## src/matrix3_inverse_defines.svh

```systemverilog
// Assertion helpers for the file that checks the inverse pipeline.
`ifndef MATRIX3_INVERSE_DEFINES_SVH
`define MATRIX3_INVERSE_DEFINES_SVH

// Same-cycle implication, checked at every rising edge outside reset.
`define M3I_ASSERT_NOW(lbl, ante, cons, msg) \
  lbl: assert property (@(posedge clk) disable iff (!rst_n) (ante) |-> (cons)) \
    else $error(msg);

// Next-cycle implication, checked at every rising edge outside reset.
`define M3I_ASSERT_NEXT(lbl, ante, cons, msg) \
  lbl: assert property (@(posedge clk) disable iff (!rst_n) (ante) |=> (cons)) \
    else $error(msg);

`endif

```

## src/m3i_pkg.sv

```systemverilog
`default_nettype none
package m3i_pkg;

  localparam int W   = 32;            // word width
  localparam int F   = 16;            // fractional bits
  localparam int PW  = 2 * W;         // entry product
  localparam int CW  = 2 * W + 1;     // cofactor
  localparam int HW  = W + 1;         // cofactor half for the determinant
  localparam int LPW = 2 * W + 1;     // determinant partial product
  localparam int DW  = 3 * W + 3;     // determinant
  localparam int NW  = CW + 2 * F;    // dividend magnitude
  localparam int SW  = DW + W;        // shifted divisor
  localparam int XW  = (NW > SW) ? NW : SW;
  localparam int QW  = W + 1;         // quotient magnitude with overflow bit
  localparam int IN_TDATA_W  = ((9 * W + 7) / 8) * 8;
  localparam int OUT_TDATA_W = ((10 * W + 7) / 8) * 8;

  localparam logic [W-1:0] WMAX = {1'b0, {(W-1){1'b1}}};
  localparam logic [W-1:0] WMIN = {1'b1, {(W-1){1'b0}}};

  typedef logic [W-1:0] word_t;
  typedef logic [2:0][2:0][W-1:0] mat_t;
  typedef logic signed [PW-1:0] prod_t;
  typedef logic signed [CW-1:0] cof_t;
  typedef logic [CW-1:0] cmag_t;
  typedef logic signed [LPW-1:0] pp_t;
  typedef logic signed [DW-1:0] det_t;
  typedef logic [DW-1:0] dmag_t;
  typedef logic [NW-1:0] num_t;
  typedef logic [SW-1:0] ds_t;
  typedef logic [XW-1:0] xw_t;
  typedef logic [QW-1:0] quo_t;
  typedef logic [IN_TDATA_W-1:0] in_data_t;
  typedef logic [OUT_TDATA_W-1:0] out_data_t;

  typedef struct packed {
    logic [2:0][2:0][CW-1:0] cof;
    logic [2:0][W-1:0]       row0;
  } cof_bus_t;

  typedef struct packed {
    logic [NW-1:0] r;
    logic [QW-1:0] q;
    logic          neg;
  } lane_t;

  typedef struct packed {
    lane_t [8:0]   lane;
    logic [SW-1:0] ds;
    logic          zero;
    logic [W-1:0]  det_value;
    logic          det_ovf;
  } div_t;

endpackage
`default_nettype wire

```

## src/m3i_output.sv

```systemverilog
`default_nettype none
// Sign, saturation and singular handling, held in the output register.
module m3i_output (
  input  wire logic                 clk,
  input  wire logic                 rst_n,
  input  wire logic                 in_valid,
  output logic                      in_ready,
  input  wire m3i_pkg::div_t        div_in,
  output logic                      out_valid,
  input  wire logic                 out_ready,
  output logic [8:0][m3i_pkg::W-1:0] inv,
  output logic [m3i_pkg::W-1:0]     det_value,
  output logic                      singular,
  output logic                      overflow
);

  logic [8:0][m3i_pkg::W-1:0] inv_r, inv_nxt;
  logic [m3i_pkg::W-1:0]      det_r, det_nxt;
  logic                       sing_r, ovf_r, ovf_nxt;
  logic [8:0]                 lane_ovf;
  logic                       v_r;

  assign in_ready = !v_r || out_ready;

  always_comb begin
    for (int l = 0; l < 9; l++) begin
      lane_ovf[l] = 1'b0;
      if (!div_in.lane[l].neg && div_in.lane[l].q > m3i_pkg::quo_t'(m3i_pkg::WMAX)) begin
        inv_nxt[l]  = m3i_pkg::WMAX;
        lane_ovf[l] = 1'b1;
      end else if (div_in.lane[l].neg
                   && div_in.lane[l].q > m3i_pkg::quo_t'(m3i_pkg::WMIN)) begin
        inv_nxt[l]  = m3i_pkg::WMIN;
        lane_ovf[l] = 1'b1;
      end else if (div_in.lane[l].neg) begin
        inv_nxt[l] = m3i_pkg::word_t'(~div_in.lane[l].q + 1'b1);
      end else begin
        inv_nxt[l] = m3i_pkg::word_t'(div_in.lane[l].q);
      end
    end
    det_nxt = div_in.det_value;
    ovf_nxt = (|lane_ovf) | div_in.det_ovf;
    if (div_in.zero) begin
      inv_nxt = '0;
      det_nxt = '0;
      ovf_nxt = 1'b0;
    end
  end

  always_ff @(posedge clk) begin
    if (!rst_n) begin
      v_r <= 1'b0;
    end else if (in_ready) begin
      v_r <= in_valid;
    end
  end

  always_ff @(posedge clk) begin
    if (in_ready) begin
      inv_r  <= inv_nxt;
      det_r  <= det_nxt;
      sing_r <= div_in.zero;
      ovf_r  <= ovf_nxt;
    end
  end

  assign out_valid = v_r;
  assign inv       = inv_r;
  assign det_value = det_r;
  assign singular  = sing_r;
  assign overflow  = ovf_r;

endmodule
`default_nettype wire
```

## config.mk

```make
export PLATFORM = sky130hd
export DESIGN_NAME = m3i_output
export DESIGN_NICKNAME = d
export VERILOG_FILES = /design/src/matrix3_inverse_defines.svh /design/src/m3i_pkg.sv /design/src/m3i_output.sv
export SDC_FILE = /design/constraint.sdc
export NUM_CORES = 1
export LEC_CHECK = 0
export BUFFER_PORTS_ARGS = -buffer_cell sky130_fd_sc_hd__buf_2
export CAP_MARGIN = 0
export CORE_AREA = 2 2 658 660
export CTS_BUF_LIST = sky130_fd_sc_hd__clkbuf_8
export CTS_CLUSTER_SIZE = 10
export DETAILED_ROUTE_END_ITERATION = 10
export DIE_AREA = 0 0 660 662
export GPL_TIMING_DRIVEN = 0
export SLEW_MARGIN = 20
export SYNTH_ARGS = -nofsm -noshare
export SYNTH_HDL_FRONTEND = slang
export SYNTH_SLANG_ARGS = --single-unit
```

## constraint.sdc

```tcl
create_clock -name clk -period 23.6 [get_ports clk]
set_input_delay 2.36 -clock clk [delete_from_list [all_inputs] [get_ports clk]]
set_output_delay 2.36 -clock clk [all_outputs]
set_load 0.01 [all_outputs]
```

# Word-level counts from Yosys, hierarchy flattened
# Cells that the tools add are included.
[op_classes]
bitwise = 10
magnitude_cmp = 18
n_addsub = 9
n_reduce_logical = 39
mux = 45
[op_table]
columns = ["op", "count"]
rows = [
  ["$mux W32", 18],
  ["$gt A33 B31 Y1 const B", 9],
  ["$gt A33 B32 Y1 const B", 9],
  ["$add A32 B1 Y32 const B", 9],
  ["$not A32 Y32", 9],
  ["$mux W31", 9],
  ["$logic_and A1 B1 Y1", 18],
  ["$mux W1", 18],
  ["$reduce_or A2 Y1", 9],
  ["$logic_not A1 Y1", 10],
  ["$reduce_or A9 Y1", 1],
  ["$logic_or A1 B1 Y1", 1],
  ["$or A1 B1 Y1", 1],
]
[totals]
output_inout_bits = 324
inputBits = 1348
regBits = 323

# Longest topological paths before layout
# Gate-level depths: netlist of run 1.
[logic_depth]
depth_word = 6
mapped_depth = 11
ltp_nobuf = 9

# Least setup slack after synthesis of run 1
# No wires, ideal clock.
[synth_path]
path_type = "in2out"
start = "input port out_ready"
end = "output port in_ready"
n_path_buf = 0
t_arrival_ns = 10.134
required_ns = 21.240
slack_ns = 11.106
stages = 1
path_cell_list = "nand2b_1"
[synth_via]
elab_chain_len = 1
[synth_lines]
columns = ["element", "line_no", "rtl"]
rows = [
  ["from (decl)", "m3i_output.sv:10", "input wire logic out_ready,"],
  ["$logic_or A1 B1 Y1", "m3i_output.sv:23", "assign in_ready = !v_r || out_ready;"],
  ["to (decl)", "m3i_output.sv:7", "output logic in_ready,"],
]
# Every way passes these cells.

# Worst setup path after layout of run 1
# Ends and elaborated chain as after synthesis.

==> impl_metrics.ini, run 1 <==
[place]
place_inst = 8444
portBuffers = 657
placed_area_sq_um = 30900
gp_congestion = 0.912
hpwl_microns = 149000
pre_cts_ws_ns = 16.98

[setup_path]
cp_data_arrival_time_ns = 3.87
rrSetupSlack_ns = 21.39
cpPeakStageDelay_ns = 0.52
critPathKind = input pin to primary output
cp-end-kind = primary output
crit_chain = buf_2, nand2b_4, buf_16, buf_16, buf_2
path_buf_inv = 4
crit_slowest_cell = nand2b_4
required_ns = 21.24
crit_fanout = 44
start_kind = input pin
crit_family = buffers and inverters

[power]
leakage_nw = 10.8
finalPower_mw = 1.87
p_per_area_nw_per_um2 = 57.7
ir_drop_mv = 0.0374

[clock_network]
numCtsBuffers = 76
clock_path_buffers = 4
cts_setup_buffers = 0
numClockSinks = 323
path_clk_slew_ns = 0.06
cts_resized = 0
cts-root-buf = clkbuf_8
cts_tree = yes
htree_levels = 3
clock_latency_ns = 0.86
hold_buffers = 0

[finish]
syn_to_final_growth_pct = 61.5
fillers = 50400
ff_latch_area_sq_um = 9690
fin_cells = 8597
final_nets = 4178
layout-drive-gt1-share_pct = 29.8
fin_util_pct = 7.55
fin_area_sq_um = 32500
multi_input_area_sq_um = 9830

[run]
cap_violations = 0

[floorplan]
die_w_microns = 660
core_area_sq_um = 430000
floorplan.rows = 241
start_util_pct = 4.68
die-area_sq_um = 437000
dieHeight_microns = 662
boundaryPins = 1672

[drt]
wl_microns = 169000
wl_per_cell_microns = 19.6
num_vias = 20700
vias_per_cell = 2.41
drtPass1Iterations = 6
drc = 0
ant_nets = 0
drt_iter0_markers = 1650

[logic_synthesis]
syn_area_per_cell_sq_um = 9.74
syn_nets = 3429
yosysWarnings = 0
ys.flop_type = edfxtp_1
synth-edff-count = 322
syn_inst = 2063
synth_top_area_share_pct = 48.1
async_flop_share_pct = 0
yosysSeqAreaShare_pct = 48.2
yosys.cell_count.top_type = edfxtp_1
ys_top_cells_by_area = edfxtp_1 48%, xnor2_1 6.6%, nand2_1 5.1%
yosys-top-cells-count = 322 x edfxtp_1, 274 x nand2_1, 202 x a21oi_1
synth-seq-cells = 323
synth.largest_area_cell = edfxtp_1
synth_cell_types = 59
synth_area_sq_um = 20100

[grt]
grt_pass1_wl_microns = 207000
overflow = 0
grt_pass1_vias = 19800
grt_max_degree = 56
antenna_found_initial = 87
grt.total_usage_pct = 7.38

[timing]
skew_ns = 0.0956
period_share_pct = 26.4
hold_viol = 0
rsz0062_at_grt = no
finalSetupViolCount = 0
drv_slew = 0
hold_ws_ns = 1.06
relSlewSlack_pct = 20.8
setup_slack_ns = 17.37
tns_ns = 0
fmax_mhz = 161
worst_pin_slew_ns = 1.19
min_period_ns = 6.23

[run_status]
status = complete, no violations

[min_path]
min_path_type = flop to flop
flip-flops by register name, summed over array words and instances, names as in the netlist:
| name | flops |
|---|---|
| singular | 1 |
| det_value | 32 |
| overflow | 1 |
| out_valid | 1 |
| inv | 288 |
placed cells by master, fill, tap and decap left out, drive strengths merged, types with 9 or more instances in the layout:
cell / count
or3: 45
o41ai: 38
clkinv: 22
nor4: 37
edfxtp: 322
nor2: 92
a31oi: 21
nand4b: 11
nand4: 76
o31ai: 68
xor2: 91
or2: 35
or3b: 9
buf: 683
nor2b: 37
xnor2: 152
nand2b: 31
diode: 24
a21oi: 202
nor3: 34
or4: 49
nand2: 274
clkbuf: 194
ha: 18
o21a: 54
inv: 49
nand3: 22
o21ai: 133
final cells by class:
class,instances,area share (%)
multi-input cells,1582,30.3
flip-flops and latches,323,29.8
well taps,5710,22.0
diodes,24,0.185
clock inverters,52,1.26
plain buffers,129,1.65
clock buffers,77,3.26
repair buffers,671,11.2
inverters,29,0.335
logic make-up (layout without fill, tap and decap cells):
group / count (synthesis) / after routing / synth area share (%)
XOR/XNOR: 243 / 243 / 10.6
other: 0 / 24 / 0
buffers and inverters: 158 / 958 / 3.11
AO/OA/AOI/OAI: 545 / 545 / 16.6
flip-flops: 323 / 323 / 48.2
adder cells (fa/ha/maj): 18 / 18 / 1.12
AND/OR/NAND/NOR: 776 / 776 / 20.3
routing by layer:
metal / global-route usage [%] / vias up / routed length (microns)
met2: 12.4 / 1159 / 79700
met1: 7.23 / 9899 / 55100
met3: 3.02 / 367 / 17700
met5: 0 / - / 351
met4: 5.83 / 52 / 16000
li1: - / 9250 / -
final timing paths:
check	start	endpoint	cells after the start
min reg2reg	out_valid$_SDFFE_PN0P_	inv[195]$_SDFFCE_PP0P_	1
max	out_ready	in_ready	5
min	out_valid$_SDFFE_PN0P_	inv[195]$_SDFFCE_PP0P_	1
max reg2reg	out_valid$_SDFFE_PN0P_	inv[161]$_SDFFCE_PP0P_	4
report_power, final:
part	total [mW]	switching, mW	internal, mW
logic	0.457	0.323	0.134
clock network	0.701	0.322	0.379
registers	0.717	0.0178	0.699
Note: power is estimated with default switching activity, not from simulation.
==> run 2: changes to the inputs <==
==> constraint.sdc (replaced) <==
create_clock -name clk -period 6.1 [get_ports clk]
set_input_delay 0.61 -clock clk [delete_from_list [all_inputs] [get_ports clk]]
set_output_delay 0.61 -clock clk [all_outputs]
set_load 0.01 [all_outputs]
==> run 2 against run 1 <==
Register-to-register slack lost 18 ns. Critical endpoint is now inv[93]$_SDFFCE_PP0P_. Hold slack got worse by 0.90 ns. Highest routed layer unchanged. Flip-flop and latch count did not move. Combinational power rose to 3.7 times the previous value. Sequential power grew to 3.9 times the previous value. Sequential share of layout area shrank 0.18 points. Non-clock buffer count rose by 34. Power rose to 3.7 times the previous value. Clock power rose to 3.4 times the previous value.
==> impl_metrics.ini, run 2 (synthesis gave the netlist of run 1 again) <==
[run]
cap_violations = 0

[clock_network]
numCtsBuffers = 70
cts_setup_buffers = 0
clock_latency_ns = 0.85
hold_buffers = 29
cts_resized = 0
cts-root-buf = clkbuf_8
numClockSinks = 323
clock_path_buffers = 4
path_clk_slew_ns = 0.06
cts_tree = yes
htree_levels = 3

[finish]
largest_reg_flops = 288
final_nets = 4206
final_cell_mix = 664 x buf_2, 322 x edfxtp_1, 274 x nand2_1
fillers = 50300
layout-drive-gt1-share_pct = 30.0
syn_to_final_growth_pct = 62.5
final_common_cell = buf_2
fin_area_sq_um = 32700

[grt]
grt_pass1_wl_microns = 207000
grt_pass1_vias = 19700
antenna_found_initial = 117
overflow = 0
grt.total_usage_pct = 7.37
grt_max_degree = 56

[setup_path]
crit_slowest_cell = nor4_1
cpPeakStageDelay_ns = 0.71
rr_startpoint = out_valid$_SDFFE_PN0P_
cp_data_arrival_time_ns = 4.35
cp-end-kind = flop
crit_family = simple AND/OR/NAND/NOR gates
required_ns = 6.73
path_buf_inv = 4
critPathKind = input pin to flop
start_kind = input pin
crit_fanout = 10
startpoint = div_in[428]
path_common_cell = clkbuf_1
crit_chain = buf_2, inv_1, ha_1, or3b_2, nor4_1, nand3b_1, nor3_1, or3_1, clkbuf_1, clkbuf_1, o21ai_0, a21oi_1

[min_path]
worstHoldStart = div_in[17]
min_path_type = input pin to flop

[floorplan]
floorplan.rows = 241
dieHeight_microns = 662
die-area_sq_um = 437000
die_w_microns = 660
start_util_pct = 4.68
core_area_sq_um = 430000
boundaryPins = 1672

[timing]
skew_ns = 0.0937
rsz0062_at_grt = no
finalSetupViolCount = 0
hold_viol = 0
period_share_pct = 61.0
min_period_ns = 3.72
hold_ws_ns = 0.157
relSlewSlack_pct = 20.1
worst_pin_slew_ns = 1.20
fmax_mhz = 269
drv_slew = 0

[drt]
wl_met3_microns = 16200
vias_per_cell = 2.43
num_vias = 21000
drc = 0
wl_microns = 169000
top_layer = met5
wl_met2_microns = 86000
wl_per_cell_microns = 19.6
ant_nets = 0
drt_iter0_markers = 1875
routedLengthMet1_microns = 55700
drtPass1Iterations = 6

[place]
portBuffers = 657
hpwl_microns = 149000
placed_area_sq_um = 31000
gp_congestion = 0.923

[run_status]
status = complete, no violations

[power]
p_per_area_nw_per_um2 = 210
leakage_nw = 10.8
ir_drop_mv = 0.176
## run 2: where the power goes
part	switching, mW	internal (mW)
Sequential	0.0697	2.70
Clock	1.17	1.19
Combinational	1.18	0.532
Total	2.42	4.43
## run 2: path summary, 6_finish.rpt
kind / end / slack [ns] / cells past startpoint
setup / recovery: inv[93]$_SDFFCE_PP0P_ / 2.38 / 12
hold / removal: det_value[16]$_SDFFCE_PP0P_ / 0.16 / 2
setup reg to reg: det_value[25]$_SDFFCE_PP0P_ / 3.45 / 6
hold reg to reg: det_value[31]$_SDFFCE_PP0P_ / 0.93 / 1
## run 2: final cells by class
cell class	instances	area [sq um]	share of cell area [%]
timing repair buffer	705	3990	12.2
clock inverter	41	251	0.770
inverter	29	109	0.333
buffer	129	542	1.66
sequential	323	9690	29.7
multi-input combinational	1582	9860	30.2
antenna	29	72.6	0.222
clock buffer	73	1000	3.08
tap	5710	7140	21.9
## run 2: worst reg2reg max path: stages, from the launching register on
cell	delay (ns)
dfxtp_1	0.35
nand2b_4	0.35
buf_12	0.30
buf_16	0.30
buf_16	0.36
buf_16	0.25
buf_12	0.32
## run 2: stage by stage
step	total power, mW	setup slack (ns)	setup TNS (ns)	instances	util, %
after floorplan	3.49	0.644	0	2063	-
after global placement	4.55	-2.79	-654.20	8430	7.11
after detailed placement	4.55	1.62	0	8449	7.22
after CTS	7.04	2.61	0	8592	7.58
after global routing	7.20	2.27	0	8605	7.59
final	6.85	2.38	0	8621	7.60
## run 2: layer usage
layer / track usage [%] / up-vias
met5: 0 / -
met4: 4.02 / 40
met3: 2.76 / 408
met2: 13.3 / 1259
met1: 7.30 / 9948
li1: - / 9309
